$ cat src/rtl/tcbac_pkg.sv
// tcbac_pkg: shared types, constants and calibration table for the
// temperature-compensated BAC lookup. No dependencies.
package tcbac_pkg;

   // Field widths
   localparam int GasW   = 10;
   localparam int TempW  = 10;
   localparam int ShiftW = 8;
   localparam int AdjW   = 12;
   localparam int BacW   = 8;
   localparam int ProdW  = GasW + ShiftW;      // full-width gas * gain

   // Shared divider widths
   localparam int DivDW  = ProdW;              // dividend / quotient
   localparam int DivVW  = AdjW;               // divisor / remainder
   localparam int DivCntW = $clog2(DivDW + 1);

   // Arithmetic constants
   localparam int PctDiv  = 100;
   localparam int SegStep = 10;
   localparam int BacMax  = 255;
   localparam int BacSumW = DivDW + 1;

   // Divide by 100 as a reciprocal multiply: (x * RecipPct) >> RecipShift
   // equals x / 100 for every x below 2^ProdW (error term 68 * x < 2^25).
   localparam int RecipShift = 25;
   localparam int RecipW     = 19;
   localparam logic [RecipW-1:0] RecipPct =
      RecipW'(((1 << RecipShift) + PctDiv - 1) / PctDiv);
   localparam int ScaleW     = ProdW + RecipW;

   // Calibration table
   localparam int TableEntries = 11;
   localparam int IdxW = $clog2(TableEntries);
   localparam logic [AdjW-1:0] CalTable [TableEntries] = '{
      12'd783, 12'd805, 12'd828, 12'd851, 12'd874, 12'd897,
      12'd919, 12'd942, 12'd965, 12'd988, 12'd1011
   };

   // Register map (word index = paddr[2])
   localparam int CsrAddrW = 3;
   localparam logic RegTempShift      = 1'b0;
   localparam logic RegAlarmThreshold = 1'b1;
   localparam logic [ShiftW-1:0] TempShiftReset      = 8'd120;
   localparam logic [AdjW-1:0]   AlarmThresholdReset = 12'd750;

   typedef struct packed {
      logic [ShiftW-1:0] temp_shift;
      logic [AdjW-1:0]   alarm_threshold;
   } cfg_type;

   typedef struct packed {
      logic             start;
      logic [DivDW-1:0] dividend;
      logic [DivVW-1:0] divisor;
   } div_req_type;

   typedef struct packed {
      logic             done;
      logic [DivDW-1:0] quotient;
   } div_rsp_type;

   typedef enum logic [2:0] {
      ST_IDLE,
      ST_SCALE,
      ST_SEARCH,
      ST_FRAC_START,
      ST_FRAC_WAIT,
      ST_FINISH
   } state_type;

endpackage

$ cat src/rtl/tcbac_div.sv
// tcbac_div: restoring divider, one quotient bit per cycle.
// Depends on tcbac_pkg.
module tcbac_div import tcbac_pkg::*; (
   input  logic        clock,
   input  logic        reset,
   input  div_req_type div_req,
   output div_rsp_type div_rsp
);

   logic [DivDW-1:0]   quo_ff, quo_in;
   logic [DivVW-1:0]   rem_ff, rem_in;
   logic [DivVW-1:0]   dvs_ff, dvs_in;
   logic [DivCntW-1:0] cnt_ff, cnt_in;
   logic               run_ff, run_in;
   logic               done_ff, done_in;
   logic [DivVW:0]     trial;
   logic               fits;

   assign trial = {rem_ff, quo_ff[DivDW-1]};
   assign fits  = (trial >= {1'b0, dvs_ff});

   always_comb begin
      quo_in  = quo_ff;
      rem_in  = rem_ff;
      dvs_in  = dvs_ff;
      cnt_in  = cnt_ff;
      run_in  = run_ff;
      done_in = 1'b0;
      if (div_req.start) begin
         quo_in = div_req.dividend;
         rem_in = '0;
         dvs_in = div_req.divisor;
         cnt_in = DivCntW'(DivDW);
         run_in = 1'b1;
      end else if (run_ff) begin
         rem_in = fits ? DivVW'(trial - {1'b0, dvs_ff}) : DivVW'(trial);
         quo_in = {quo_ff[DivDW-2:0], fits};
         cnt_in = cnt_ff - 1'b1;
         if (cnt_ff == DivCntW'(1)) begin
            run_in  = 1'b0;
            done_in = 1'b1;
         end
      end
   end

   always_ff @(posedge clock) begin
      quo_ff <= quo_in;
      rem_ff <= rem_in;
      dvs_ff <= dvs_in;
      cnt_ff <= cnt_in;
      if (reset) begin
         run_ff  <= 1'b0;
         done_ff <= 1'b0;
      end else begin
         run_ff  <= run_in;
         done_ff <= done_in;
      end
   end

   assign div_rsp.done     = done_ff;
   assign div_rsp.quotient = quo_ff;

   a_done_pulse: assert property (@(posedge clock) disable iff (reset)
      done_ff |=> !done_ff)
      else $error("divider done held longer than one cycle");

   a_done_after_run: assert property (@(posedge clock) disable iff (reset)
      done_ff |-> $past(run_ff))
      else $error("divider done without a running division");

   a_start_runs: assert property (@(posedge clock) disable iff (reset)
      div_req.start |=> run_ff)
      else $error("divider did not start");

endmodule

$ cat src/rtl/tcbac_csr.sv
// tcbac_csr: APB-style register block holding temp_shift and alarm_threshold.
// Depends on tcbac_pkg.
module tcbac_csr import tcbac_pkg::*; (
   input  logic                clock,
   input  logic                reset,
   input  logic                psel,
   input  logic                penable,
   input  logic                pwrite,
   input  logic [CsrAddrW-1:0] paddr,
   input  logic [31:0]         pwdata,
   output logic [31:0]         prdata,
   output logic                pready,
   output cfg_type             cfg
);

   logic [ShiftW-1:0] temp_shift_ff;
   logic [AdjW-1:0]   alarm_threshold_ff;
   logic              wr_en;

   assign pready = 1'b1;
   assign wr_en  = psel & penable & pwrite;

   always_ff @(posedge clock) begin
      if (reset) begin
         temp_shift_ff      <= TempShiftReset;
         alarm_threshold_ff <= AlarmThresholdReset;
      end else if (wr_en) begin
         unique case (paddr[2])
            RegTempShift:      temp_shift_ff      <= pwdata[ShiftW-1:0];
            RegAlarmThreshold: alarm_threshold_ff <= pwdata[AdjW-1:0];
            default: ;
         endcase
      end
   end

   always_comb begin
      unique case (paddr[2])
         RegTempShift:      prdata = 32'(temp_shift_ff);
         RegAlarmThreshold: prdata = 32'(alarm_threshold_ff);
         default:           prdata = '0;
      endcase
   end

   assign cfg.temp_shift      = temp_shift_ff;
   assign cfg.alarm_threshold = alarm_threshold_ff;

endmodule

$ cat src/rtl/temp_compensated_bac_lookup_core.sv
// Sequence: the accepted word is scaled, then the table is walked; a count
// at or below the first table entry goes straight to the result strobe,
// otherwise the 18-step divider gives the segment fraction first (skipped
// for a flat segment). One word at a time; busy drops in the strobe cycle.
// The table walk takes one entry per cycle. Sync reset idles the sequencer,
// clears the strobe and restores the CSR defaults; no stall.
module temp_compensated_bac_lookup_core import tcbac_pkg::*; (
   input  logic                clock,
   input  logic                reset,
   // command channel
   input  logic                start,
   output logic                busy,
   input  logic [GasW-1:0]     req_gas_count,
   input  logic [TempW-1:0]    req_temp_reading,
   // result channel, one-cycle strobe
   output logic                rsp_valid,
   output logic [AdjW-1:0]     rsp_adjusted_count,
   output logic [BacW-1:0]     rsp_bac_value,
   output logic                rsp_alarm,
   // register port
   input  logic                psel,
   input  logic                penable,
   input  logic                pwrite,
   input  logic [CsrAddrW-1:0] paddr,
   input  logic [31:0]         pwdata,
   output logic [31:0]         prdata,
   output logic                pready
);

   cfg_type     cfg;
   div_req_type div_req;
   div_rsp_type div_rsp;

   state_type state_ff, state_in;

   // datapath registers
   logic [ProdW-1:0] prod_ff;
   logic [AdjW-1:0]  adj_ff;
   logic [IdxW-1:0]  k_ff;
   logic             below_ff;
   logic [DivDW-1:0] frac_ff;
   logic [AdjW-1:0]  rsp_adj_ff;
   logic [BacW-1:0]  rsp_bac_ff;
   logic             rsp_alarm_ff;
   logic             rsp_valid_ff;

   // sequencer outputs
   logic accept;
   logic prod_load;
   logic adj_load;
   logic k_step;
   logic frac_load;
   logic frac_clear;
   logic rsp_load;

   // combinational helpers
   logic [TempW-1:0]   shift_ext;
   logic [ShiftW-1:0]  gain;
   logic [ProdW-1:0]   prod;
   logic [ScaleW-1:0]  scaled;
   logic [AdjW-1:0]    adj_sat;
   logic [AdjW-1:0]    seg_lo;
   logic [AdjW-1:0]    seg_hi;
   logic               search_below;
   logic               search_more;
   logic               seg_flat;
   logic [BacSumW-1:0] bac_sum;
   logic [BacW-1:0]    bac_sat;

   tcbac_csr u_csr (
      .clock   (clock),
      .reset   (reset),
      .psel    (psel),
      .penable (penable),
      .pwrite  (pwrite),
      .paddr   (paddr),
      .pwdata  (pwdata),
      .prdata  (prdata),
      .pready  (pready),
      .cfg     (cfg)
   );

   tcbac_div u_div (
      .clock   (clock),
      .reset   (reset),
      .div_req (div_req),
      .div_rsp (div_rsp)
   );

   assign busy   = (state_ff != ST_IDLE);
   assign accept = start & ~busy;

   // percent gain, clamped at zero when temperature exceeds the shift
   assign shift_ext = TempW'(cfg.temp_shift);
   assign gain = (shift_ext > req_temp_reading) ?
                 ShiftW'(shift_ext - req_temp_reading) : '0;
   assign prod = ProdW'(req_gas_count) * ProdW'(gain);

   // product / 100 by reciprocal multiply; the largest product
   // (1023 * 255%) gives 2608, so the result always fits the 12-bit field
   assign scaled  = ScaleW'(prod_ff) * ScaleW'(RecipPct);
   assign adj_sat = scaled[RecipShift +: AdjW];

   // table walk: k points at the upper end of the current segment
   assign seg_lo       = CalTable[k_ff - 1'b1];
   assign seg_hi       = CalTable[k_ff];
   assign search_below = (adj_ff <= CalTable[0]);
   assign search_more  = (({1'b0, k_ff} + 1'b1) < (IdxW + 1)'(TableEntries)) &&
                         (seg_hi < adj_ff);
   assign seg_flat     = (seg_hi <= seg_lo);

   // (k-1)*10 + frac, saturated
   assign bac_sum = BacSumW'(k_ff - 1'b1) * BacSumW'(SegStep) + BacSumW'(frac_ff);
   assign bac_sat = below_ff ? '0 :
                    (bac_sum > BacSumW'(BacMax)) ? BacW'(BacMax) : bac_sum[BacW-1:0];

   // next state
   always_comb begin
      state_in = state_ff;
      unique case (state_ff)
         ST_IDLE:       if (start) state_in = ST_SCALE;
         ST_SCALE:      state_in = ST_SEARCH;
         ST_SEARCH: begin
            priority if (search_below) state_in = ST_FINISH;
            else if (search_more)      state_in = ST_SEARCH;
            else if (seg_flat)         state_in = ST_FINISH;
            else                       state_in = ST_FRAC_START;
         end
         ST_FRAC_START: state_in = ST_FRAC_WAIT;
         ST_FRAC_WAIT:  if (div_rsp.done) state_in = ST_FINISH;
         ST_FINISH:     state_in = ST_IDLE;
         default:       state_in = ST_IDLE;
      endcase
   end

   // sequencer outputs
   always_comb begin
      prod_load        = 1'b0;
      adj_load         = 1'b0;
      k_step           = 1'b0;
      frac_load        = 1'b0;
      frac_clear       = 1'b0;
      rsp_load         = 1'b0;
      div_req.start    = 1'b0;
      div_req.dividend = '0;
      div_req.divisor  = '0;
      unique case (state_ff)
         ST_IDLE:       prod_load = accept;
         ST_SCALE:      adj_load = 1'b1;
         ST_SEARCH: begin
            k_step     = ~search_below & search_more;
            frac_clear = search_below | (~search_more & seg_flat);
         end
         ST_FRAC_START: begin
            div_req.start    = 1'b1;
            div_req.dividend = DivDW'(adj_ff - seg_lo) * DivDW'(SegStep);
            div_req.divisor  = DivVW'(seg_hi - seg_lo);
         end
         ST_FRAC_WAIT:  frac_load = div_rsp.done;
         ST_FINISH:     rsp_load = 1'b1;
         default: ;
      endcase
   end

   always_ff @(posedge clock) begin
      if (reset) begin
         state_ff     <= ST_IDLE;
         rsp_valid_ff <= 1'b0;
      end else begin
         state_ff     <= state_in;
         rsp_valid_ff <= rsp_load;
      end
   end

   // payload registers
   always_ff @(posedge clock) begin
      if (prod_load) prod_ff <= prod;
      if (adj_load) begin
         adj_ff   <= adj_sat;
         k_ff     <= IdxW'(1);
         below_ff <= 1'b0;
      end else if (k_step) begin
         k_ff <= k_ff + 1'b1;
      end
      if (frac_clear) begin
         frac_ff  <= '0;
         below_ff <= search_below;
      end else if (frac_load) begin
         frac_ff <= div_rsp.quotient;
      end
      if (rsp_load) begin
         rsp_adj_ff   <= adj_ff;
         rsp_bac_ff   <= bac_sat;
         rsp_alarm_ff <= (adj_ff > cfg.alarm_threshold);
      end
   end

   assign rsp_valid          = rsp_valid_ff;
   assign rsp_adjusted_count = rsp_adj_ff;
   assign rsp_bac_value      = rsp_bac_ff;
   assign rsp_alarm          = rsp_alarm_ff;

   a_one_strobe: assert property (@(posedge clock) disable iff (reset)
      rsp_valid |=> !rsp_valid)
      else $error("result strobe longer than one cycle");

   a_accept_busy: assert property (@(posedge clock) disable iff (reset)
      accept |=> busy)
      else $error("not busy after accepting a word");

   a_div_done_wait: assert property (@(posedge clock) disable iff (reset)
      div_rsp.done |-> (state_ff == ST_FRAC_WAIT))
      else $error("divider finished outside the wait state");

   a_below_zero: assert property (@(posedge clock) disable iff (reset)
      (rsp_valid && rsp_adjusted_count <= CalTable[0]) |-> (rsp_bac_value == '0))
      else $error("nonzero concentration at or below first table entry");

endmodule
$ cat config.mk
export PLATFORM = sky130hd
export DESIGN_NAME = temp_compensated_bac_lookup_core
export DESIGN_NICKNAME = d
export VERILOG_FILES = /design/src/rtl/tcbac_pkg.sv /design/src/rtl/tcbac_div.sv /design/src/rtl/tcbac_csr.sv /design/src/rtl/temp_compensated_bac_lookup_core.sv
export SDC_FILE = /design/constraint.sdc
export NUM_CORES = 1
export LEC_CHECK = 0
export ABC_AREA = 0
export BUFFER_PORTS_ARGS = -buffer_cell sky130_fd_sc_hd__buf_2
export CORE_MARGIN = 1.5
export CORE_UTILIZATION = 60
export CTS_BUF_LIST = sky130_fd_sc_hd__clkbuf_4
export DETAILED_ROUTE_END_ITERATION = 7
export PLACE_DENSITY = 0.86
export SYNTH_ARGS = -nofsm -noshare
export SYNTH_HDL_FRONTEND = slang
export SYNTH_HIERARCHICAL = 1
export SYNTH_SLANG_ARGS = --single-unit
$ cat constraint.sdc
create_clock -name clock -period 10.6 [get_ports clock]
set_input_delay 3.18 -clock clock [delete_from_list [all_inputs] [get_ports clock]]
set_output_delay 3.18 -clock clock [all_outputs]
set_load 0.02 [all_outputs]
Yosys cells after proc, flatten, opt, wreduce, memory -nomap -nowiden. Memories as Yosys holds them, arrays and structs flattened. Index checks and enable logic that the tools add are counted.

Flip-flop bits (word level): 147. Memory bits (read-only): 384. Input bits: 61. Output and inout bits: 56. Word-level logic and storage cells: 103. Memories: 2.

Memory list: (name not given) (words 16, width 12, read ports 1, clocked after memory_dff 0, write ports 0, line temp_compensated_bac_lookup_core.sv:106) `assign seg_hi = CalTable[k_ff];`; (name not given) (words 16, width 12, read ports 1, clocked after memory_dff 0, write ports 0, line temp_compensated_bac_lookup_core.sv:105) `assign seg_lo = CalTable[k_ff - 1'b1];`.

Add/sub/neg operators: 10. Multipliers: 4. Magnitude comparators: 10. Eq/ne operators: 8. Multiplexer cells: 29. Bitwise logic cells: 13. Reductions and logical operators: 9.

Operator list (count): case mux 32 bit (2 select lines) (1); two-way mux 12 bit (5); multiplier 18 x 19 -> 37 bit (second input constant) (1); two-way mux 18 bit (2); two-way mux 31 bit (1); subtractor 12 bit (2); adder 19 x 18 -> 19 bit (1); greater-than comparator 19 x 8 -> 1 bit (second input constant) (1); multiplier 19 x 3 -> 18 bit (second input constant) (1); multiplier 10 x 8 -> 18 bit (1); multiplier 18 x 3 -> 17 bit (second input constant) (1); two-way mux 8 bit (2); two-way mux 3 bit (5); case mux 3 bit (5 select lines) (1); greater-or-equal comparator 13 x 12 -> 1 bit (1); subtractor 12 x 12 -> 13 bit (1); greater-than comparator 12 bit (1); <= comparator 12 x 10 -> 1 bit (second input constant) (1); <= comparator 12 bit (1); < comparator 12 bit (1); two-way mux 1 bit (12); greater-or-equal comparator 5 bit (second input constant) (2); greater-than comparator 8 x 10 -> 1 bit (1); inverter 4 -> 5 bit (2); other kinds (22) (35).

Logic depth before layout (Yosys ltp). Gate-level depths: netlist (run 1).

Word-level depth: 11. Gate-level depth with buffers: 29.

Hierarchy. Netlist (run 1), hierarchy kept.

By module, submodules not included: temp_compensated_bac_lookup_core (instances 1, cells an instance 1615, area each 14672.8 um^2); tcbac_div (instances 1, cells an instance 234, area each 2663.8 um^2); tcbac_csr (instances 1, cells an instance 122, area each 1141.1 um^2).

Least setup slack after synthesis (run 1). OpenSTA, ideal clock, no wires.

Kind: input to register. Start: input port req_temp_reading[0]. End: register prod_ff[17] (data pin). Arrival time: 8798 ps. Required time: 10340 ps. Path slack: 1542 ps. Stages on the path: 26. Path buffers: 2. Cells stage by stage: ha_1 -> inv_1 -> fa_1 -> a21o_1 -> a21oi_1 -> o21ai_0 -> a21o_1 -> a21oi_1 -> o21ai_0 -> clkbuf_1 -> clkbuf_1 -> and3_1 -> fa_1 -> fa_1 -> fa_1 -> inv_1 -> fa_1 -> inv_1 -> ha_1 -> or2_2 -> a21oi_1 -> a21o_1 -> o211ai_1 -> a31o_2 -> a21oi_1 -> xnor2_1.

Longest elaborated chain between the ends: 3.

Ends and longest elaborated chain: start, declared (line temp_compensated_bac_lookup_core.sv:14) `input logic [TempW-1:0] req_temp_reading,`; subtractor 8 bit / greater-than comparator 8 x 10 -> 1 bit (equally long branches) (line temp_compensated_bac_lookup_core.sv:96, temp_compensated_bac_lookup_core.sv:95); two-way mux 8 bit * (line temp_compensated_bac_lookup_core.sv:95) `assign gain = (shift_ext > req_temp_reading) ?`; multiplier 10 x 8 -> 18 bit * (line temp_compensated_bac_lookup_core.sv:97) `assign prod = ProdW'(req_gas_count) * ProdW'(gain);`; via prod[17] (line temp_compensated_bac_lookup_core.sv:59) `logic [ProdW-1:0] prod;`; end signal, assigned (line temp_compensated_bac_lookup_core.sv:177) `if (prod_load) prod_ff <= prod;`; end, declared (line temp_compensated_bac_lookup_core.sv:37) `logic [ProdW-1:0] prod_ff;`.

The timed path passes the listed nets; every way through them passes the cells marked *. A chain may end at the register's enable or synchronous reset.

Worst setup path after layout (run 1). Ends and elaborated chain as after synthesis.

==> impl_metrics.sql, run 1 <==
INSERT INTO impl_metrics (metric_group, metric, value, unit) VALUES
('sta', 'finalSetupTns', '0', 'ps'),
('layout', 'multi_input_area', '13100', 'sq um'),
('route', 'detail_route.wl_per_cell', '16.5', 'um'),
('global_route', 'grt_antenna_before_repair', '1', ''),
('sta', 'final-setup-viol-count', '0', ''),
('global_route', 'wire_length_of_the_first_global_routing_pass', '67900', 'um'),
('sta', 'worst_slew_margin_rel', '0.223', ''),
('clock_tree', 'clk-insertion-delay-late', '620', 'ps'),
('setup_path', 'worstPathRequired', '10970', 'ps'),
('setup_path', 'kind_of_critical_path', 'input pin to register', ''),
('die', 'start_util', '0.607', ''),
('sta', 'final-hold-violation-count', '0', ''),
('hold_path', 'worst_hold_path_type', 'register to register', ''),
('setup_path', 'worst-endpoint-arrival', '9210', 'ps'),
('yosys', 'ys_top_cells_by_area', 'ha_1, fa_1, edfxtp_1, dfxtp_1, inv_1', ''),
('setup_path', 'setup.worst_path.start_class', 'input pin', ''),
('clock_tree', 'cts_tree', 'yes', ''),
('sta', 'tightest_slew', '1160', 'ps'),
('setup_path', 'rr_worst_depth', '26', ''),
('yosys', 'synthesis.yosys.warnings', '6', ''),
('yosys', 'syn-mean-instance-area', '9.37', 'sq um'),
('die', 'die_height', '178', 'um'),
('clock_tree', 'ctsHtreeMaxLevel', '4', ''),
('setup_path', 'timing.critical_path.slowest_stage_cell', 'fa_1', ''),
('yosys', 'post_synth_instance_area', '18500', 'sq um'),
('sta', 'worst_clock_skew', '38.2', 'ps'),
('die', 'top_level_ports', '117', ''),
('clock_tree', 'postCtsSetupRepairBufs', '0', ''),
('sta', 'rsz_0062_raised_after_global_routing', 'false', ''),
('clock_tree', 'clkSlewWorstSetupHoldPaths', '140', 'ps'),
('die', 'core_area', '30400', 'sq um'),
('global_route', 'globalRouteOverflowTotal', '0', ''),
('layout', 'fillCellCount', '2436', ''),
('layout', 'seq_area', '3760', 'sq um'),
('yosys', 'synth_edf_count', '82', ''),
('setup_path', 'wp_buf_inv', '5', ''),
('layout', 'final_nets', '2559', ''),
('yosys', 'top_cell_type_s_share_of_synthesized_area', '0.205', ''),
('yosys', 'synthFlopType', 'edfxtp_1', ''),
('yosys', 'synth_commonest_cells', 'inv_1, ha_1, fa_1, a21oi_1, nand2_1', ''),
('yosys', 'synth_seq_area_share', '0.204', ''),
('yosys', 'synth_cell_types', '85', ''),
('setup_path', 'worstPathMaxFanout', '58', ''),
('setup_path', 'cp_common_cell', 'fa_1', ''),
('hold_path', 'worstHoldPathCells', '2', ''),
('die', 'floorplan.die_area', '31900', 'sq um'),
('clock_tree', 'cts.sinks', '147', ''),
('clock_tree', 'post_cts_resized', '0', ''),
('global_route', 'grt_util_all_layers', '0.268', ''),
('yosys', 'synth_top_cell_by_area', 'ha_1', ''),
('job', 'drv_cap', '0', ''),
('die', 'dieWidth', '178', 'um'),
('route', 'drt_initial_violations', '740', ''),
('place', 'routabilityCongestion', '0.932', ''),
('clock_tree', 'max_clock_buf_depth', '2', ''),
('yosys', 'synthCells', '1971', ''),
('global_route', 'grt_start_max_net_pins', '59', ''),
('yosys', 'postSynth.asyncResetShare', '0', ''),
('route', 'drc', '0', ''),
('status', 'outcome', 'complete, no violations', ''),
('place', 'detailedPlacementHpwl', '33300', 'um'),
('setup_path', 'critical_path.endpoint_type', 'register', ''),
('setup_path', 'worst_path_largest_cell_delay', '540', 'ps'),
('clock_tree', 'total_of_hold_buffers_inserted_after_clock_tree_synthesis', '0', ''),
('setup_path', 'critical-path-top-delay-family', 'adder cells', ''),
('global_route', 'vias_in_the_first_global_route', '14700', ''),
('yosys', 'synth.ff_latch_count', '147', ''),
('clock_tree', 'cts_inserted_buffers', '17', ''),
('yosys', 'synthMostInstantiatedCell', 'inv_1', ''),
('layout', 'area.growth.synth_to_final', '4.71', '%'),
('sta', 'timing_max_transition_violations_final', '0', ''),
('route', 'routed_antenna_nets', '0', ''),
('sta', 'final.period_utilization', '0.834', ''),
('layout', 'layout-drive-gt1-share', '0.0840', ''),
('sta', 'fmax', '113', 'MHz'),
('route', 'drt_pre_antenna_iters', '6', ''),
('place', 'buffer_ports.inserted', '73', ''),
('clock_tree', 'cts-root-buf', 'clkbuf_4', ''),
('route', 'drt_wl_total', '40200', 'um'),
('die', 'placementRows', '64', ''),
('setup_path', 'cp.depth', '26', ''),
('sta', 'timing.final.crit_period', '8840', 'ps'),
('route', 'post_drt_via_cell_ratio', '5.74', ''),
('route', 'detailroute.via_count', '14000', '');
[worst paths after layout]
path                               endpoint  slack (ps)                   start
worst min-delay path            frac_ff[17]         480             frac_ff[17]
worst max register to register  prod_ff[17]        4030  u_csr/temp_shift_ff[0]
worst min register to register  frac_ff[17]         480             frac_ff[17]
worst max-delay path            prod_ff[17]        1760     req_temp_reading[0]
[cells by family after synthesis]
family	synth area share
simple gates	0.137
fa+ha+maj	0.393
buf+inv	0.0920
compound gates	0.109
flops	0.204
xor+xnor	0.0322
mux	0.0335
other cells	0.000609
[tightest hold or removal path, cell delays in order (launching register included)]
cell,delay [ps]
dfxtp_1,340
nand2_1,50
a21oi_1,50
[placed cells by master (no fill, tap or decap), types with 33 or more instances in the layout]
master / synthesis / final
a21oi_1: 117 / 117
and3_1: 61 / 61
buf_2: 8 / 73
dfxtp_1: 65 / 65
edfxtp_1: 82 / 82
fa_1: 173 / 173
ha_1: 303 / 303
inv_1: 346 / 345
nand2_1: 116 / 116
nand2b_1: 37 / 37
nor2_1: 111 / 110
nor3_1: 38 / 37
o21ai_0: 56 / 55
xnor2_1: 33 / 33
xor2_1: 35 / 35
[sequential cells by signal, summed over array words and instances (netlist names), 3 cells and up]
register                  cells
frac_ff                      18
prod_ff                      18
u_div/quo_ff                 18
adj_ff                       12
rsp_adjusted_count           12
u_csr/alarm_threshold_ff     12
u_div/dvs_ff                 12
u_div/rem_ff                 12
rsp_bac_value                 8
u_csr/temp_shift_ff           8
u_div/cnt_ff                  5
k_ff                          4
state_ff                      3
[through the flow]
step / util / instance area, sq um / instances / worst slack, ps / hold slack (ps)
global route: 0.636 / 19300 / 2432 / 1450 / 488
global placement: 0.626 / 19000 / 2399 / 1290 / 456
detailed placement: 0.626 / 19000 / 2399 / 1150 / 462
CTS: 0.636 / 19300 / 2431 / 1810 / 481
finish: 0.636 / 19300 / 2432 / 1760 / 477
floorplan: - / 18500 / 1990 / 1540 / 436
[area by class of cell]
| cell class | count | area share |
|---|---|---|
| clock buffer | 17 | 0.00660 |
| tap | 396 | 0.0256 |
| antenna | 1 | 0.000129 |
| inverter | 346 | 0.0671 |
| timing repair buffer | 77 | 0.0204 |
| clock inverter | 15 | 0.00873 |
| sequential | 147 | 0.195 |
| multi-input combinational | 1433 | 0.677 |
[per-layer routing]
layer | vias to the layer above | track usage | wire length, um
met5 | - | 0 | 0
met4 | 0 | 0.109 | 1330
met3 | 114 | 0.0394 | 1710
met2 | 381 | 0.501 | 21000
met1 | 6760 | 0.302 | 16100
li1 | 6701 | - | -
Power of run 1 is not shown: default switching activity piles up to over one toggle a cycle in this logic, so the estimate is an artifact.
==> run 2: changes to the inputs <==
--- a/config.mk
+++ b/config.mk
@@ -8,10 +8,10 @@
 export ABC_AREA = 0
 export BUFFER_PORTS_ARGS = -buffer_cell sky130_fd_sc_hd__buf_2
 export CORE_MARGIN = 1.5
-export CORE_UTILIZATION = 60
+export CORE_UTILIZATION = 58
 export CTS_BUF_LIST = sky130_fd_sc_hd__clkbuf_4
 export DETAILED_ROUTE_END_ITERATION = 7
-export PLACE_DENSITY = 0.86
+export PLACE_DENSITY = 0.87
 export SYNTH_ARGS = -nofsm -noshare
 export SYNTH_HDL_FRONTEND = slang
 export SYNTH_HIERARCHICAL = 1
==> constraint.sdc (replaced) <==
create_clock -name clock -period 7.39 [get_ports clock]
set_input_delay 2.217 -clock clock [delete_from_list [all_inputs] [get_ports clock]]
set_output_delay 2.217 -clock clock [all_outputs]
set_load 0.02 [all_outputs]
==> run 2 against run 1 <==
Compared with the run above: flip-flop and latch count did not move; global-route usage fell by 0.55 points; worst hold slack got worse by 4.1 ps; highest routed layer unchanged.
==> impl_metrics.sql, run 2 (same netlist as run 1, synthesis figures left out) <==
INSERT INTO impl_metrics (metric_group, metric, value, unit) VALUES
('status', 'outcome', 'complete, no violations', ''),
('setup_path', 'rr_worst_depth', '17', ''),
('clock_tree', 'clkSlewWorstSetupHoldPaths', '150', 'ps'),
('hold_path', 'worstHoldPathCells', '2', ''),
('setup_path', 'kind_of_critical_path', 'input pin to register', ''),
('layout', 'layout-drive-gt1-share', '0.112', ''),
('die', 'dieWidth', '181', 'um'),
('global_route', 'grt_start_max_net_pins', '59', ''),
('layout', 'area.growth.synth_to_final', '7.36', '%'),
('place', 'detailedPlacementHpwl', '34200', 'um'),
('global_route', 'grt_util_all_layers', '0.262', ''),
('sta', 'timing_max_transition_violations_final', '0', ''),
('setup_path', 'setup.worst_path.start_class', 'input pin', ''),
('die', 'start_util', '0.587', ''),
('hold_path', 'launch_instance_of_the_worst_min_delay_path', 'frac_ff[11]', ''),
('route', 'drc', '0', ''),
('layout', 'most_common_cell_after_layout_fill_and_taps_aside', 'inv_1', ''),
('route', 'detail_route.wl_per_cell', '16.8', 'um'),
('setup_path', 'worstPathMaxFanout', '58', ''),
('route', 'post_drt_via_cell_ratio', '5.73', ''),
('sta', 'final-hold-violation-count', '0', ''),
('setup_path', 'critical_path.endpoint_type', 'register', ''),
('clock_tree', 'cts.sinks', '147', ''),
('route', 'drt_initial_violations', '757', ''),
('sta', 'worst_clock_skew', '30.4', 'ps'),
('setup_path', 'regToRegSetupSlack', '750', 'ps'),
('die', 'core_area', '31500', 'sq um'),
('layout', 'top_regs', 'frac_ff (18), prod_ff (18), u_div/quo_ff (18)', ''),
('global_route', 'wire_length_of_the_first_global_routing_pass', '70000', 'um'),
('clock_tree', 'cts_inserted_buffers', '17', ''),
('layout', 'fillCellCount', '2400', ''),
('setup_path', 'rr_endpoint', 'adj_ff[10]', ''),
('die', 'floorplan.die_area', '32900', 'sq um'),
('sta', 'fin_hold_ws', '473', 'ps'),
('sta', 'final-setup-viol-count', '0', ''),
('sta', 'tightest_slew', '1180', 'ps'),
('place', 'buffer_ports.inserted', '73', ''),
('clock_tree', 'postCtsSetupRepairBufs', '0', ''),
('global_route', 'globalRouteOverflowTotal', '0', ''),
('layout', 'final_cell_mix', 'inv_1, ha_1, fa_1', ''),
('hold_path', 'worst_hold_path_endpoint', 'frac_ff[11]', ''),
('sta', 'timing.final.crit_period', '7220', 'ps'),
('die', 'top_level_ports', '117', ''),
('sta', 'final.period_utilization', '0.976', ''),
('clock_tree', 'clk-insertion-delay-late', '630', 'ps'),
('clock_tree', 'cts-root-buf', 'clkbuf_4', ''),
('global_route', 'grt_antenna_before_repair', '1', ''),
('route', 'drt_pre_antenna_iters', '5', ''),
('job', 'drv_cap', '0', ''),
('route', 'routed_antenna_nets', '0', ''),
('die', 'placementRows', '65', ''),
('global_route', 'vias_in_the_first_global_route', '15100', ''),
('route', 'drt_wl_total', '41500', 'um'),
('clock_tree', 'max_clock_buf_depth', '2', ''),
('layout', 'final_nets', '2596', ''),
('setup_path', 'crit_start', 'req_temp_reading[0]', ''),
('hold_path', 'worst_hold_path_type', 'register to register', ''),
('setup_path', 'worstPathRequired', '7770', 'ps'),
('route', 'detailroute.via_count', '14200', ''),
('clock_tree', 'ctsHtreeMaxLevel', '4', ''),
('die', 'die_height', '181', 'um'),
('clock_tree', 'cts_tree', 'yes', ''),
('place', 'routabilityCongestion', '0.963', ''),
('sta', 'fmax', '139', 'MHz'),
('setup_path', 'worst-endpoint-arrival', '7590', 'ps'),
('setup_path', 'r2r_start', 'prod_ff[10]', ''),
('sta', 'worst_slew_margin_rel', '0.212', '');
-- run 2: through the flow --
step | utilization | worst slack (ps) | std cells | TNS, ps | instance area (sq um)
after global routing | 0.630 | -13.4 | 2475 | -13.4 | 19800
after detailed placement | 0.618 | -447 | 2441 | -2190 | 19500
final | 0.630 | 175 | 2475 | 0 | 19800
after CTS | 0.629 | 229 | 2473 | 0 | 19800
after floorplan | - | -68.4 | 1990 | -121 | 18700
after global placement | 0.618 | -330 | 2441 | -1470 | 19500
-- run 2: critical path, stage by stage --
cell      delay, ps
buf_2           100
ha_4            130
inv_2            40
fa_2            380
a21o_1          170
a21oi_2         140
o21ai_1         100
a21o_1          180
a21oi_1         170
o21ai_2         110
buf_12          190
and3_1          210
fa_1            520
fa_1            520
fa_1            560
inv_1            60
fa_1            530
inv_1            60
ha_4            240
and2_1          150
o21ai_1         200
o211ai_1        160
a31o_2          240
a21oi_2         140
xnor2_1          90
-- run 2: cell type report --
| cell class | instances | area (sq um) | share of cell area |
|---|---|---|---|
| Antenna cell | 1 | 2.50 | 0.000126 |
| Clock inverter | 15 | 220 | 0.0111 |
| Tap cell | 402 | 503 | 0.0254 |
| Timing Repair Buffer | 113 | 678 | 0.0342 |
| Clock buffer | 17 | 128 | 0.00643 |
| Sequential cell | 147 | 3760 | 0.190 |
| Multi-Input combinational cell | 1434 | 13200 | 0.668 |
| Inverter | 346 | 1300 | 0.0655 |
-- run 2: worst max path at each step --
stage / depth (start not counted) / endpoint
finish: 25 / prod_ff[17]
global route: 24 / prod_ff[17]
CTS: 25 / prod_ff[16]
detailed placement: 25 / prod_ff[16]
global placement: 25 / prod_ff[17]
floorplan: 26 / prod_ff[17]
-- run 2: repair_timing --
item | CTS | global route
endpoints found under the setup margin | 0 | 6
hold buffers | 0 | 0
endpoints found under the hold margin | 0 | 0
resized for setup | 0 | 7
-- run 2: layer usage --
layer  up-vias  routed length (um)  track usage
met5         -                   0            0
met1      6891               16600        0.301
li1       6790                   -            -
met4         0                1400        0.105
met2       379               21800        0.489
met3       112                1710       0.0369
Power of run 2 is left out for the same reason.
==> run 3: changes to the inputs <==
--- a/config.mk
+++ b/config.mk
@@ -12,6 +12,7 @@
 export CTS_BUF_LIST = sky130_fd_sc_hd__clkbuf_4
 export DETAILED_ROUTE_END_ITERATION = 7
 export PLACE_DENSITY = 0.87
+export REMOVE_ABC_BUFFERS = 1
 export SYNTH_ARGS = -nofsm -noshare
 export SYNTH_HDL_FRONTEND = slang
 export SYNTH_HIERARCHICAL = 1
==> run 3 against run 2 <==
Compared with the run above: the flow now finishes with violations (setup timing); die area did not move; wire length up 4.6%; maximum frequency is 3.7% lower; flip-flop and latch count did not move; via count up 2.0%; global-route usage is 0.43 points lower; critical path type unchanged; largest cell class unchanged; highest routed layer unchanged.
==> impl_metrics.sql, run 3 (same netlist as run 1, synthesis figures left out) <==
INSERT INTO impl_metrics (metric_group, metric, value, unit) VALUES
('status', 'outcome', 'complete, but fails checks', ''),
('status', 'violated_checks', 'setup timing', ''),
('die', 'core_area', '31500', 'sq um'),
('job', 'drv_cap', '0', ''),
('sta', 'final-hold-violation-count', '0', ''),
('clock_tree', 'cts.sinks', '147', ''),
('sta', 'finalSetupTns', '-267', 'ps'),
('sta', 'final.period_utilization', '1.01', ''),
('die', 'top_level_ports', '117', ''),
('setup_path', 'worstPathRequired', '7700', 'ps'),
('route', 'drc', '0', ''),
('route', 'detail_route.wl_per_cell', '17.4', 'um'),
('clock_tree', 'clkSlewWorstSetupHoldPaths', '140', 'ps'),
('clock_tree', 'max_clock_buf_depth', '2', ''),
('clock_tree', 'clk-insertion-delay-late', '570', 'ps'),
('layout', 'insertedDiodeCount', '0', ''),
('place', 'routabilityCongestion', '0.958', ''),
('layout', 'fillCellCount', '2426', ''),
('sta', 'timing.final.crit_period', '7490', 'ps'),
('sta', 'rsz_0062_raised_after_global_routing', 'true', ''),
('clock_tree', 'cts-root-buf', 'clkbuf_4', ''),
('setup_path', 'worstPathMaxFanout', '5', ''),
('global_route', 'grt_start_max_net_pins', '54', ''),
('setup_path', 'kind_of_critical_path', 'input pin to register', ''),
('sta', 'timing_max_transition_violations_final', '0', ''),
('route', 'routed_antenna_nets', '0', ''),
('route', 'post_drt_via_cell_ratio', '5.79', ''),
('route', 'detailroute.via_count', '14500', ''),
('place', 'buffer_ports.inserted', '73', ''),
('die', 'die_height', '181', 'um'),
('route', 'drt_wl_total', '43400', 'um'),
('layout', 'final_cell_mix', 'inv_1, ha_1, fa_1', ''),
('clock_tree', 'total_of_hold_buffers_inserted_after_clock_tree_synthesis', '0', ''),
('sta', 'tightest_slew', '1250', 'ps'),
('sta', 'worst_clock_skew', '29.3', 'ps'),
('route', 'drt_initial_violations', '861', ''),
('die', 'floorplan.die_area', '32900', 'sq um'),
('clock_tree', 'cts_inserted_buffers', '17', ''),
('layout', 'area.growth.synth_to_final', '8.95', '%'),
('route', 'drt_pre_antenna_iters', '5', ''),
('global_route', 'grt_antenna_before_repair', '0', ''),
('die', 'dieWidth', '181', 'um'),
('setup_path', 'critical_path.endpoint_type', 'register', ''),
('global_route', 'grt_util_all_layers', '0.258', ''),
('place', 'detailedPlacementHpwl', '34200', 'um'),
('global_route', 'globalRouteOverflowTotal', '0', ''),
('layout', 'layout-drive-gt1-share', '0.131', ''),
('die', 'start_util', '0.587', ''),
('clock_tree', 'ctsHtreeMaxLevel', '4', ''),
('sta', 'fmax', '134', 'MHz'),
('clock_tree', 'cts_tree', 'yes', ''),
('global_route', 'wire_length_of_the_first_global_routing_pass', '69000', 'um'),
('hold_path', 'worst_hold_path_type', 'register to register', ''),
('layout', 'top_regs', 'frac_ff (18), prod_ff (18), u_div/quo_ff (18)', ''),
('global_route', 'vias_in_the_first_global_route', '14800', ''),
('die', 'placementRows', '65', ''),
('setup_path', 'setup.worst_path.start_class', 'input pin', ''),
('sta', 'postLayoutSetupSlackWorst', '-100', 'ps'),
('setup_path', 'regToRegSetupSlack', '690', 'ps'),
('setup_path', 'worst-endpoint-arrival', '7800', 'ps'),
('layout', 'most_common_cell_after_layout_fill_and_taps_aside', 'inv_1', ''),
('sta', 'final-setup-viol-count', '4', ''),
('sta', 'worst_slew_margin_rel', '0.169', ''),
('layout', 'final_nets', '2620', '');
-- run 3: worst paths after layout --
kind	start	endpoint	depth (start not counted)
worst max-delay path	req_temp_reading[0]	prod_ff[13]	28
worst min-delay path	frac_ff[11]	frac_ff[11]	2
worst max register to register	prod_ff[10]	adj_ff[11]	17
worst min register to register	frac_ff[11]	frac_ff[11]	2
-- run 3: stage by stage --
step,cells,hold WS [ps],utilization,setup WS [ps],cell area (sq um)
floorplan,1926,436,-,-2290,18100
global placement,2452,456,0.617,-802,19400
detailed placement,2452,457,0.617,-949,19400
CTS,2486,476,0.629,8.57,19800
global route,2498,487,0.640,-159,20100
finish,2498,473,0.640,-100,20100
-- run 3: per-layer routing --
layer | GRT usage | part of all wire
met2 | 0.480 | 0.52
met3 | 0.0355 | 0.047
met5 | 0 | 0
met1 | 0.302 | 0.39
met4 | 0.0903 | 0.033
-- run 3: timing repair --
action,CTS,global route
endpoints found under the setup margin,5,7
pin swaps,11,51
cloned,1,2
resized for setup,17,53
buffers inserted,1,10
-- run 3: layout make-up --
class | instances | area, sq um | share of cell area
tap | 402 | 503 | 0.0250
multi-input combinational | 1433 | 13300 | 0.662
clock inverter | 13 | 145 | 0.00721
inverter | 346 | 1300 | 0.0645
sequential | 147 | 3760 | 0.187
clock buffer | 19 | 143 | 0.00709
timing repair buffer | 138 | 950 | 0.0472
-- run 3: worst max-delay path, stage by stage --
cell	delay, ps
buf_6	80
ha_4	120
inv_2	40
fa_2	390
a21o_1	220
a21oi_2	150
o21ai_1	80
a21o_1	180
a21oi_2	200
o21ai_4	120
clkbuf_16	160
and3_4	170
fa_1	550
inv_2	40
fa_1	550
inv_2	50
fa_1	500
inv_1	70
fa_2	560
inv_2	60
ha_4	280
o21ai_2	60
a21o_1	200
buf_4	130
buf_4	130
o21ai_0	260
nor2_1	100
xnor2_1	140
Power of run 3 is left out for the same reason.
